<file path="config.mk">
export PLATFORM = sky130hd
export DESIGN_NAME = byte_key_schedule_step
export DESIGN_NICKNAME = d
export VERILOG_FILES = /design/src/bks_pkg.sv /design/src/bks_mix.sv /design/src/byte_key_schedule_step.sv
export SDC_FILE = /design/constraint.sdc
export NUM_CORES = 1
export LEC_CHECK = 0
export BUFFER_PORTS_ARGS = -buffer_cell sky130_fd_sc_hd__buf_2
export CORE_ASPECT_RATIO = 0.5
export CORE_UTILIZATION = 45
export CTS_CLUSTER_DIAMETER = 200
export CTS_CLUSTER_SIZE = 28
export DETAILED_ROUTE_END_ITERATION = 10
export PLACE_DENSITY = 0.7
export SKIP_LAST_GASP = 1
export SLEW_MARGIN = 20
export SYNTH_ARGS = -nofsm -noshare
export SYNTH_HDL_FRONTEND = slang
export SYNTH_SLANG_ARGS = --single-unit
</file>
<file path="constraint.sdc">
create_clock -name clk -period 14.5 [get_ports clk]
set_clock_uncertainty 0.15 [all_clocks]
set_input_delay 2.175 -clock clk [delete_from_list [all_inputs] [get_ports clk]]
set_output_delay 2.175 -clock clk [all_outputs]
set_load 0.02 [all_outputs]
</file>
<file path="src/bks_pkg.sv">
// ----------------------------------------------------------------------------
// bks_pkg
// Shared types and map constants for the byte key schedule step block.
// ----------------------------------------------------------------------------
`default_nettype none

package bks_pkg;

    // Four schedule bytes; index 0 is the first byte of the key.
    typedef logic [3:0][7:0] sched_t;

    // Mixing algorithm number
    typedef logic [2:0] alg_sel_t;

    // Input beat
    typedef struct packed {
        logic        action;
        logic [31:0] key_word;
        logic [7:0]  map_number;
    } item_t;

    // Result beat
    typedef struct packed {
        logic [7:0]  rng_first;
        logic [7:0]  rng_second;
        logic [15:0] nibble_select;
        logic        last_entry;
    } result_t;

    // Action codes
    localparam logic ACT_LOAD = 1'b0;
    localparam logic ACT_MAP  = 1'b1;

    // Maps with special handling
    localparam logic [7:0] MAP_PREMIX = 8'h1B;
    localparam logic [7:0] MAP_FIXED  = 8'h06;
    localparam logic [7:0] MAP_DOUBLE = 8'h22;

    // Mixing algorithm numbers
    localparam alg_sel_t ALG_ZERO   = 3'd0;
    localparam alg_sel_t ALG_ONE    = 3'd1;
    localparam alg_sel_t ALG_TWO    = 3'd2;
    localparam alg_sel_t ALG_THREE  = 3'd3;
    localparam alg_sel_t ALG_FOUR   = 3'd4;
    localparam alg_sel_t ALG_FIVE   = 3'd5;
    localparam alg_sel_t ALG_SIX    = 3'd6;

    // Algorithms used by the special maps
    localparam alg_sel_t ALG_PREMIX = 3'd6;
    localparam alg_sel_t ALG_EXTRA  = 3'd4;

endpackage

`default_nettype wire

</file>
<file path="src/bks_mix.sv">
// ----------------------------------------------------------------------------
// bks_mix
// One pass of a chosen mixing algorithm over the four schedule bytes.
// ----------------------------------------------------------------------------
`default_nettype none

module bks_mix (
    input  wire bks_pkg::sched_t   state_in,
    input  wire logic [7:0]        map_number,
    input  wire bks_pkg::alg_sel_t alg,
    output bks_pkg::sched_t        state_out
);
    import bks_pkg::*;

    // Add the bytes from the last down to the first, carrying between them
    function automatic sched_t carry_chain(input sched_t s, input logic [7:0] seed,
                                           input logic carry_in);
        sched_t     r;
        logic [8:0] t;
        logic [7:0] sum;
        logic       c;
        r   = s;
        sum = seed;
        c   = carry_in;
        for (int i = 3; i >= 0; i--)
        begin
            t    = {1'b0, sum} + {1'b0, r[i]} + {8'd0, c};
            sum  = t[7:0];
            r[i] = sum;
            c    = t[8];
        end
        return r;
    endfunction

    function automatic sched_t alg_zero(input sched_t s, input logic [7:0] m);
        logic [8:0] t;
        logic [8:0] sub;
        logic [8:0] diff;
        logic       no_borrow;
        t         = {1'b0, m ^ s[1]} + {1'b0, s[0]};
        sub       = {1'b0, s[2]} + {8'd0, ~t[8]};
        no_borrow = ({1'b0, t[7:0]} >= sub);
        diff      = {1'b0, t[7:0]} - sub;
        return carry_chain(s, diff[7:0], no_borrow);
    endfunction

    function automatic sched_t alg_one(input sched_t s, input logic [7:0] m);
        return carry_chain(s, m, 1'b1);
    endfunction

    function automatic sched_t alg_two(input sched_t s, input logic [7:0] m);
        sched_t r;
        r[0] = s[3];
        r[1] = s[2];
        r[2] = s[1];
        r[3] = s[0] + m;
        return r;
    endfunction

    function automatic sched_t alg_five(input sched_t s, input logic [7:0] m);
        sched_t r;
        r[0] = ~{m[6:0], 1'b0} + s[0] - m;
        r[1] = s[3];
        r[2] = s[1];
        r[3] = s[2];
        return r;
    endfunction

    // Select the algorithm; algorithms three, four, six and seven chain two primitives
    always_comb
    begin
        case (alg)
            ALG_ZERO:  state_out = alg_zero(state_in, map_number);
            ALG_ONE:   state_out = alg_one(state_in, map_number);
            ALG_TWO:   state_out = alg_two(state_in, map_number);
            ALG_THREE: state_out = alg_one(alg_two(state_in, map_number), map_number);
            ALG_FOUR:  state_out = alg_zero(alg_two(state_in, map_number), map_number);
            ALG_FIVE:  state_out = alg_five(state_in, map_number);
            ALG_SIX:   state_out = alg_one(alg_five(state_in, map_number), map_number);
            default:   state_out = alg_zero(alg_five(state_in, map_number), map_number);
        endcase
    end

endmodule

`default_nettype wire

</file>
<file path="src/byte_key_schedule_step.sv">
// ----------------------------------------------------------------------------
// byte_key_schedule_step
// Four-byte key schedule: key loads and map-driven mixing steps.
// ----------------------------------------------------------------------------
// A load beat gives no result. A map beat gives one result, except map 0x1B,
// which runs a silent premix pass first, and map 0x22, which runs a main and
// an extra pass and gives two results. The mixing unit runs one algorithm pass
// per cycle on the schedule register, except while a result pass waits for a
// free result slot. A new beat is taken in the cycle the current one finishes,
// so ordinary maps stream at one beat per cycle while the result register is
// drained.
`default_nettype none

module byte_key_schedule_step (
    input  wire logic             clk,
    input  wire logic             rst_n,
    input  wire logic             item_valid,
    output logic                  item_ready,
    input  wire bks_pkg::item_t   item_data,
    output logic                  result_valid,
    input  wire logic             result_ready,
    output bks_pkg::result_t      result_data
);
    import bks_pkg::*;

    typedef enum logic [1:0] {
        PH_LOAD,
        PH_PRE,
        PH_MAIN,
        PH_EXTRA
    } phase_t;

    sched_t   sched_reg, sched_next;
    item_t    cur_reg;
    logic     cur_valid_reg;
    phase_t   phase_reg, phase_next;
    result_t  result_reg, result_next;
    logic     result_valid_reg;

    sched_t   mixed;
    alg_sel_t alg;
    logic     emits;
    logic     slot_free;
    logic     advance;
    logic     finish;
    logic     take;

    // Pick the algorithm for the current phase
    always_comb
    begin
        unique case (phase_reg)
            PH_PRE:   alg = ALG_PREMIX;
            PH_EXTRA: alg = ALG_EXTRA;
            default:
            begin
                if (cur_reg.map_number == MAP_FIXED)
                    alg = ALG_ZERO;
                else
                    alg = sched_reg[cur_reg.map_number[5:4]][4:2];
            end
        endcase
    end

    bks_mix u_mix (
        .state_in   (sched_reg),
        .map_number (cur_reg.map_number),
        .alg        (alg),
        .state_out  (mixed)
    );

    // Handshake and sequencing
    always_comb
    begin
        emits     = (phase_reg == PH_MAIN) || (phase_reg == PH_EXTRA);
        slot_free = !result_valid_reg || result_ready;
        advance   = cur_valid_reg && (!emits || slot_free);
        finish    = advance && ((phase_reg == PH_LOAD) || (phase_reg == PH_EXTRA) ||
                    ((phase_reg == PH_MAIN) && (cur_reg.map_number != MAP_DOUBLE)));
        item_ready = !cur_valid_reg || finish;
        take       = item_valid && item_ready;
    end

    // Next schedule, phase and result
    always_comb
    begin
        sched_next  = sched_reg;
        phase_next  = phase_reg;
        result_next = result_reg;
        if (advance)
        begin
            if (phase_reg == PH_LOAD)
            begin
                sched_next[0] = cur_reg.key_word[31:24];
                sched_next[1] = cur_reg.key_word[23:16];
                sched_next[2] = cur_reg.key_word[15:8];
                sched_next[3] = cur_reg.key_word[7:0];
            end
            else
            begin
                sched_next = mixed;
            end
            if (phase_reg == PH_PRE)
                phase_next = PH_MAIN;
            else if (phase_reg == PH_MAIN)
                phase_next = PH_EXTRA;
            if (emits)
            begin
                result_next.rng_first     = mixed[0];
                result_next.rng_second    = mixed[1];
                result_next.nibble_select = {mixed[3], mixed[2]};
                result_next.last_entry    = finish;
            end
        end
        if (take)
        begin
            if (item_data.action == ACT_LOAD)
                phase_next = PH_LOAD;
            else if (item_data.map_number == MAP_PREMIX)
                phase_next = PH_PRE;
            else
                phase_next = PH_MAIN;
        end
    end

    // Hold state, current beat and result register
    always_ff @(posedge clk or negedge rst_n)
    begin
        if (!rst_n)
        begin
            sched_reg        <= '0;
            cur_reg          <= '0;
            cur_valid_reg    <= 1'b0;
            phase_reg        <= PH_LOAD;
            result_reg       <= '0;
            result_valid_reg <= 1'b0;
        end
        else
        begin
            sched_reg  <= sched_next;
            phase_reg  <= phase_next;
            result_reg <= result_next;
            if (take)
                cur_reg <= item_data;
            if (take)
                cur_valid_reg <= 1'b1;
            else if (finish)
                cur_valid_reg <= 1'b0;
            if (advance && emits)
                result_valid_reg <= 1'b1;
            else if (result_ready)
                result_valid_reg <= 1'b0;
        end
    end

    assign result_valid = result_valid_reg;
    assign result_data  = result_reg;

endmodule

`default_nettype wire

</file>
After elaboration in Yosys (flattened, before gate mapping)
Index checks and enable logic that the tools add are counted.
W data, S select, Z words.
- bits in registers: 109
- logic and storage cells: 134
- input bits: 45
- equality and inequality tests: 12
- add/subtract/negate cells: 60
- magnitude comparators: 4
- bitwise logic cells: 7
- reduce and logical (&&, ||, !) cells: 22
- muxes and demuxes: 16
- operators with widths (operator ; number):
    $pmux W32 S7 ; 1
    $add A8 B8 Y9 ; 21
    $add A9 B1 Y9 ; 15
    $add A8 B8 Y8 ; 8
    $add A8 B1 Y8 ; 6
    $mux W32 ; 1
    $sub A8 B8 Y8 ; 4
    $add A8 B1 Y9 ; 3
    $add A9 B1 Y9 const B ; 3
    $ge A8 B9 Y1 ; 3
    $xor A8 B8 Y8 ; 3
    $bmux W8 S2 ; 1
    $mux W2 ; 6
    $eq A3 B3 Y1 const B ; 3
    $eq A8 B3 Y1 const B ; 1
    $eq A8 B5 Y1 const B ; 1
    $ne A8 B6 Y1 const B ; 1
    $not A8 Y8 ; 1
    $eq A3 B2 Y1 const B ; 2
    $logic_or A1 B1 Y1 ; 6
    $pmux W3 S2 ; 1
    $reduce_bool A2 Y1 ; 3
    $logic_and A1 B1 Y1 ; 5
    $mux W5 ; 1
    other kinds (12) ; 21

Depth between registers and ports, before layout
- depth in word-level cells: 17
- mapped depth: 67
- mapped depth without buffers: 67

Cells and area by module
From an unflattened synthesis, not the netlist that was laid out.
- cell total of the unflattened synthesis: 1909
- area total of the unflattened synthesis: 16672.2 sq um
- modules (own cells, without submodules) (module ; cells each ; sequential area each (sq um) ; times used ; area an instance (sq um)):
    bks_mix ; 1569 ; 0.0 ; 1 ; 11906.4
    byte_key_schedule_step ; 340 ; 2727.6 ; 1 ; 4765.8

Least setup slack after synthesis
Ideal clock, no wire load.
- path type: flip-flop to flip-flop
- start point: register cur_reg[1] in the netlist's numbering
- end point: register result_reg, in the netlist result_data[32]
- period minus slack after synthesis: 11.497 ns
- stages on the path, launching flop included: 65
- slack: 3.003 ns
- buffers on the path: 0
- arrival: 11.212 ns
- cells stage by stage: dfrtp_1 inv_1 fa_1 ha_1 nor2b_1 o21ai_0 nand2b_1 a21o_1 a21oi_1 xnor2_1 ha_1 inv_1 o21bai_1 a21oi_1 ha_1 ha_1 inv_1 ha_1 [29 not listed] fa_1 nor2b_1 o21ai_0 nand2b_1 a21o_1 a21o_1 a21o_1 a21o_1 fa_1 a21o_1 a21oi_1 nor2b_1 o21a_1 o41ai_1 xor2_1 xnor2_1 a211oi_1 o21ai_0
- cells in the longest elaborated chain, start to end: 16
- RTL lines (item ; line ; source):
    from (decl) ; byte_key_schedule_step.sv:34 ; item_t cur_reg;
    from (signal assigned) ; byte_key_schedule_step.sv:143 ; cur_reg <= item_data;
    $not A8 Y8 ; bks_mix.sv:62 ; r[0] = ~{m[6:0], 1'b0} + s[0] - m;
    $add A8 B8 Y8 ; bks_mix.sv:62 ;
    $sub A8 B8 Y8 ; bks_mix.sv:62 ;
    $add A8 B8 Y9 ; bks_mix.sv:40 ; t = {1'b0, m ^ s[1]} + {1'b0, s[0]};
    $not A1 Y1 ; bks_mix.sv:41 ; sub = {1'b0, s[2]} + {8'd0, ~t[8]};
    $add A8 B1 Y9 ; bks_mix.sv:41 ;
    $sub A8 B8 Y8 ; bks_mix.sv:43 ; diff = {1'b0, t[7:0]} - sub;
    $add A8 B8 Y9 ; bks_mix.sv:27 ; t = {1'b0, sum} + {1'b0, r[i]} + {8'd0, c};
    $add A9 B1 Y9 ; bks_mix.sv:27 ;
    $add A8 B8 Y9 ; bks_mix.sv:27 ;
    $add A9 B1 Y9 ; bks_mix.sv:27 ;
    $add A8 B8 Y9 ; bks_mix.sv:27 ;
    $add A9 B1 Y9 ; bks_mix.sv:27 ;
    $add A8 B8 Y8 ; bks_mix.sv:27 ;
    $add A8 B1 Y8 ; bks_mix.sv:27 ;
    $pmux W32 S7 (*) ; bks_mix.sv:72 ; case (alg)
    to (signal assigned) ; byte_key_schedule_step.sv:141 ; result_reg <= result_next;
    to (decl) ; byte_key_schedule_step.sv:37 ; result_t result_reg, result_next;
Every way passes the cells marked *; elsewhere a longest branch is shown, timed or not.
A chain may end at the register's enable or synchronous reset.

Final worst setup path
- start point: register cur_reg[1] in the netlist's numbering
- end point: register sched_reg[7] in the netlist's numbering
- cells in the longest elaborated chain, start to end: 17
- RTL lines (item ; line ; source):
    $not A8 Y8 ; bks_mix.sv:62 ;
    $add A8 B8 Y8 ; bks_mix.sv:62 ;
    $sub A8 B8 Y8 ; bks_mix.sv:62 ;
    $add A8 B8 Y9 ; bks_mix.sv:40 ;
    $not A1 Y1 ; bks_mix.sv:41 ;
    $add A8 B1 Y9 ; bks_mix.sv:41 ;
    $sub A8 B8 Y8 ; bks_mix.sv:43 ;
    $add A8 B8 Y9 ; bks_mix.sv:27 ;
    $add A9 B1 Y9 ; bks_mix.sv:27 ;
    $add A8 B8 Y9 ; bks_mix.sv:27 ;
    $add A9 B1 Y9 ; bks_mix.sv:27 ;
    $add A8 B8 Y9 ; bks_mix.sv:27 ;
    $add A9 B1 Y9 ; bks_mix.sv:27 ;
    $add A8 B8 Y8 ; bks_mix.sv:27 ;
    $add A8 B1 Y8 ; bks_mix.sv:27 ;
    $pmux W32 S7 (*) ; bks_mix.sv:72 ;
    $mux W32 (*) ; byte_key_schedule_step.sv:91 ; if (phase_reg == PH_LOAD)
    to (signal assigned) ; byte_key_schedule_step.sv:139 ; sched_reg <= sched_next;
    to (decl) ; byte_key_schedule_step.sv:33 ; sched_t sched_reg, sched_next;
Marked as above.

==> qor.yml <==
portBuffers: 79
vias_per_cell: 6.384
root_buffer: "clkbuf_16"
holdCritStartpoint: "result_data[30]"
worst_ep_arrival_time_ns: 13.04
clockBufferDepth: 2
cts_setup_buffers: 0
via_count: 16250
reg2reg_depth: 64
r2r_start: "cur_reg[1]"
grt_first_pass_wirelength_mm: 96.59
cts_resized: 0
timing.fmax_ghz: 0.07714
hp-class: "reg2reg"
drcViolationCount: 0
status: "finished clean"
grt_max_degree: 65
h-tree-depth: 3
finalNetCount: 2403
gp_congestion: 1.084
hold_buffers: 0
insertion_delay_ns: 0.36
fin_ws_ns: 1.537
finalMaxSlewViolations: 0
synth_top_family_by_area: "adder cells"
start_kind: "flip-flop"
cts_sinks: 109
dp_slack_ns: 1.801
timing.slew.headroom: 0.2523
num_rows: 49
cp_slowest_stage_delay_ns: 0.62
hold_viol: 0
ys_seq_elements: 109
final_cell_mix: "ha_1 (244), nor2_1 (159), nand2_1 (154)"
avgSynthCellArea_um2: 8.280
core-area_um2: 35990
synthArstFlopShare: 1.000
synth_compound_area_frac: 0.2347
synthAdderAreaFrac: 0.2559
grtUsageTotal: 0.3550
rrSetupSlack_ns: 1.54
place_area_um2: 17510
instances_no_fill: 2546
ioPinCount: 80
drive_gt1_frac: 0.09947
ys_warn_count: 0
synth-edff-count: 0
wire_per_inst_um: 26.32
setup_viol: 0
synth.distinct_cells: 74
r2r_end: "sched_reg[7]"
setup_tns_ns: 0
dp.cells: 2528
yosys.area.top_type_share: 0.1854
period_needed_ns: 12.96
wl_mm: 67.00
cp_max_fo: 11
drt-initial-drc-count: 2247
yosys.area_share.simple: 0.1497
die_w_um: 272.5
grt_overflow: 0
antenna_left: 0
tightest_slew_ns: 1.122
worstPathRequired_ns: 14.58
crit_top_cell: "o21ai_0"
end_kind: "flip-flop"
dp_hpwl_mm: 51.97
ys_top_cells_by_area: "ha_1 (19%), dfrtp_1 (17%), fa_1 (7.1%)"
synth_top_area_cell: "ha_1"
crit_type: "reg2reg"
grt_pass1_vias: 15000
cp_slowest_cell: "dfrtp_1"
synthMuxAreaShare: 0.04513
start_util: 0.4576
synth_nets: 2336
clkTransAtPathRegs_ns: 0.09
hold_path_end: "result_data[30]"
hold_depth: 2
synth_cells: 1989
die_y_um: 137.3
die_area_um2: 37410
max_cap_viol_count: 0
dr.pass1.iters: 6
final_common_cell: "ha_1"
rsz0062_at_grt: "false"
antenna_found_initial: 2
finalCritPeriodShare: 0.8940
fin_area_um2: 17830
ys.flop_type: "dfrtp_1"
largest_register_ffs: 40
yosysSeqAreaShare: 0.1656
numCtsBuffers: 9
synth_area_um2: 16470
areaGrowthSynthToFinish_pct: 8.274
yosys.area_share.xor_xnor: 0.1007
cts_tree: "done"
==> cells in the mapped netlist, types with 5 or more instances <==
| library cell | instances |
|---|---|
| nor2_1 | 159 |
| a21o_1 | 52 |
| nor3b_1 | 7 |
| or3_1 | 12 |
| nand2_1 | 155 |
| a211oi_1 | 27 |
| a31oi_1 | 15 |
| nor2b_1 | 45 |
| fa_1 | 58 |
| clkbuf_1 | 28 |
| o21ai_1 | 11 |
| and3_1 | 16 |
| o31ai_1 | 13 |
| and2_1 | 7 |
| o221ai_1 | 5 |
| o21bai_1 | 22 |
| a21oi_1 | 152 |
| o22ai_1 | 22 |
| xor2_1 | 58 |
| o211ai_1 | 11 |
| buf_4 | 5 |
| inv_1 | 124 |
| dfrtp_1 | 109 |
| nand3_1 | 32 |
| o31a_1 | 6 |
| buf_2 | 27 |
| a221o_1 | 8 |
| o21ai_0 | 153 |
| xnor2_1 | 121 |
| nand4_1 | 11 |
| a22oi_1 | 5 |
| or2_2 | 6 |
| mux2i_1 | 18 |
| mux2_2 | 44 |
| a221oi_1 | 7 |
| nand2b_1 | 36 |
| o41ai_1 | 8 |
| ha_1 | 244 |
| o21a_1 | 40 |
| nor3_1 | 29 |
| a21boi_0 | 17 |
==> final cells by class <==
type,count,area (µm²)
diodes,1,2.502
clock buffers,9,225.2
clock inverters,7,81.33
fillers,3423,18160
inverters,125,469.2
multi-input cells,1690,13010
flip-flops and latches,109,2728
well taps,484,605.6
repair buffers,121,713.2
==> worst max-delay path: cells and delay by family (launching register included) <==
kind | cells | cell delay (ns)
AOI/OAI and AO/OA | 32 | 5.70
adders and majority gates | 13 | 3.98
buffers and inverters | 5 | 0.55
xor gates and xnor gates | 3 | 0.72
and+or+nand+nor | 11 | 1.06
DFF | 1 | 0.62
==> stage by stage <==
stage,hold WS [ns],util
after global routing,0.3595,0.4954
after CTS,0.3300,0.4950
after detailed placement,0.3103,0.4865
final,0.3267,0.4955
after global placement,0.3074,0.4865
after floorplan,0.3206,-
==> worst max path at each step <==
stage	startpoint	to
after floorplan	cur_reg[1]	result_data[32]
after global placement	cur_reg[1]	result_data[32]
after detailed placement	cur_reg[1]	result_data[32]
after CTS	cur_reg[1]	result_data[32]
after global routing	cur_reg[1]	sched_reg[7]
final	cur_reg[1]	sched_reg[7]
==> cells by family after synthesis <==
group / count (synthesis)
flip-flops: 109
adder cells (fa/ha/maj): 302
AND/OR/NAND/NOR: 528
XOR/XNOR: 183
AO/OA/AOI/OAI: 612
buffers and inverters: 190
multiplexers: 65
==> routing by layer <==
layer,share of wire,GRT usage,vias to the layer above
met5,0,0,-
met4,0.041,0.1286,0
met3,0.17,0.1480,190
met2,0.38,0.5011,1087
met1,0.40,0.4793,7707
li1,-,-,7270
Power is left out: the tool's default activity adds up to more than one toggle a clock period on the data nets, which glitch-free logic cannot reach.
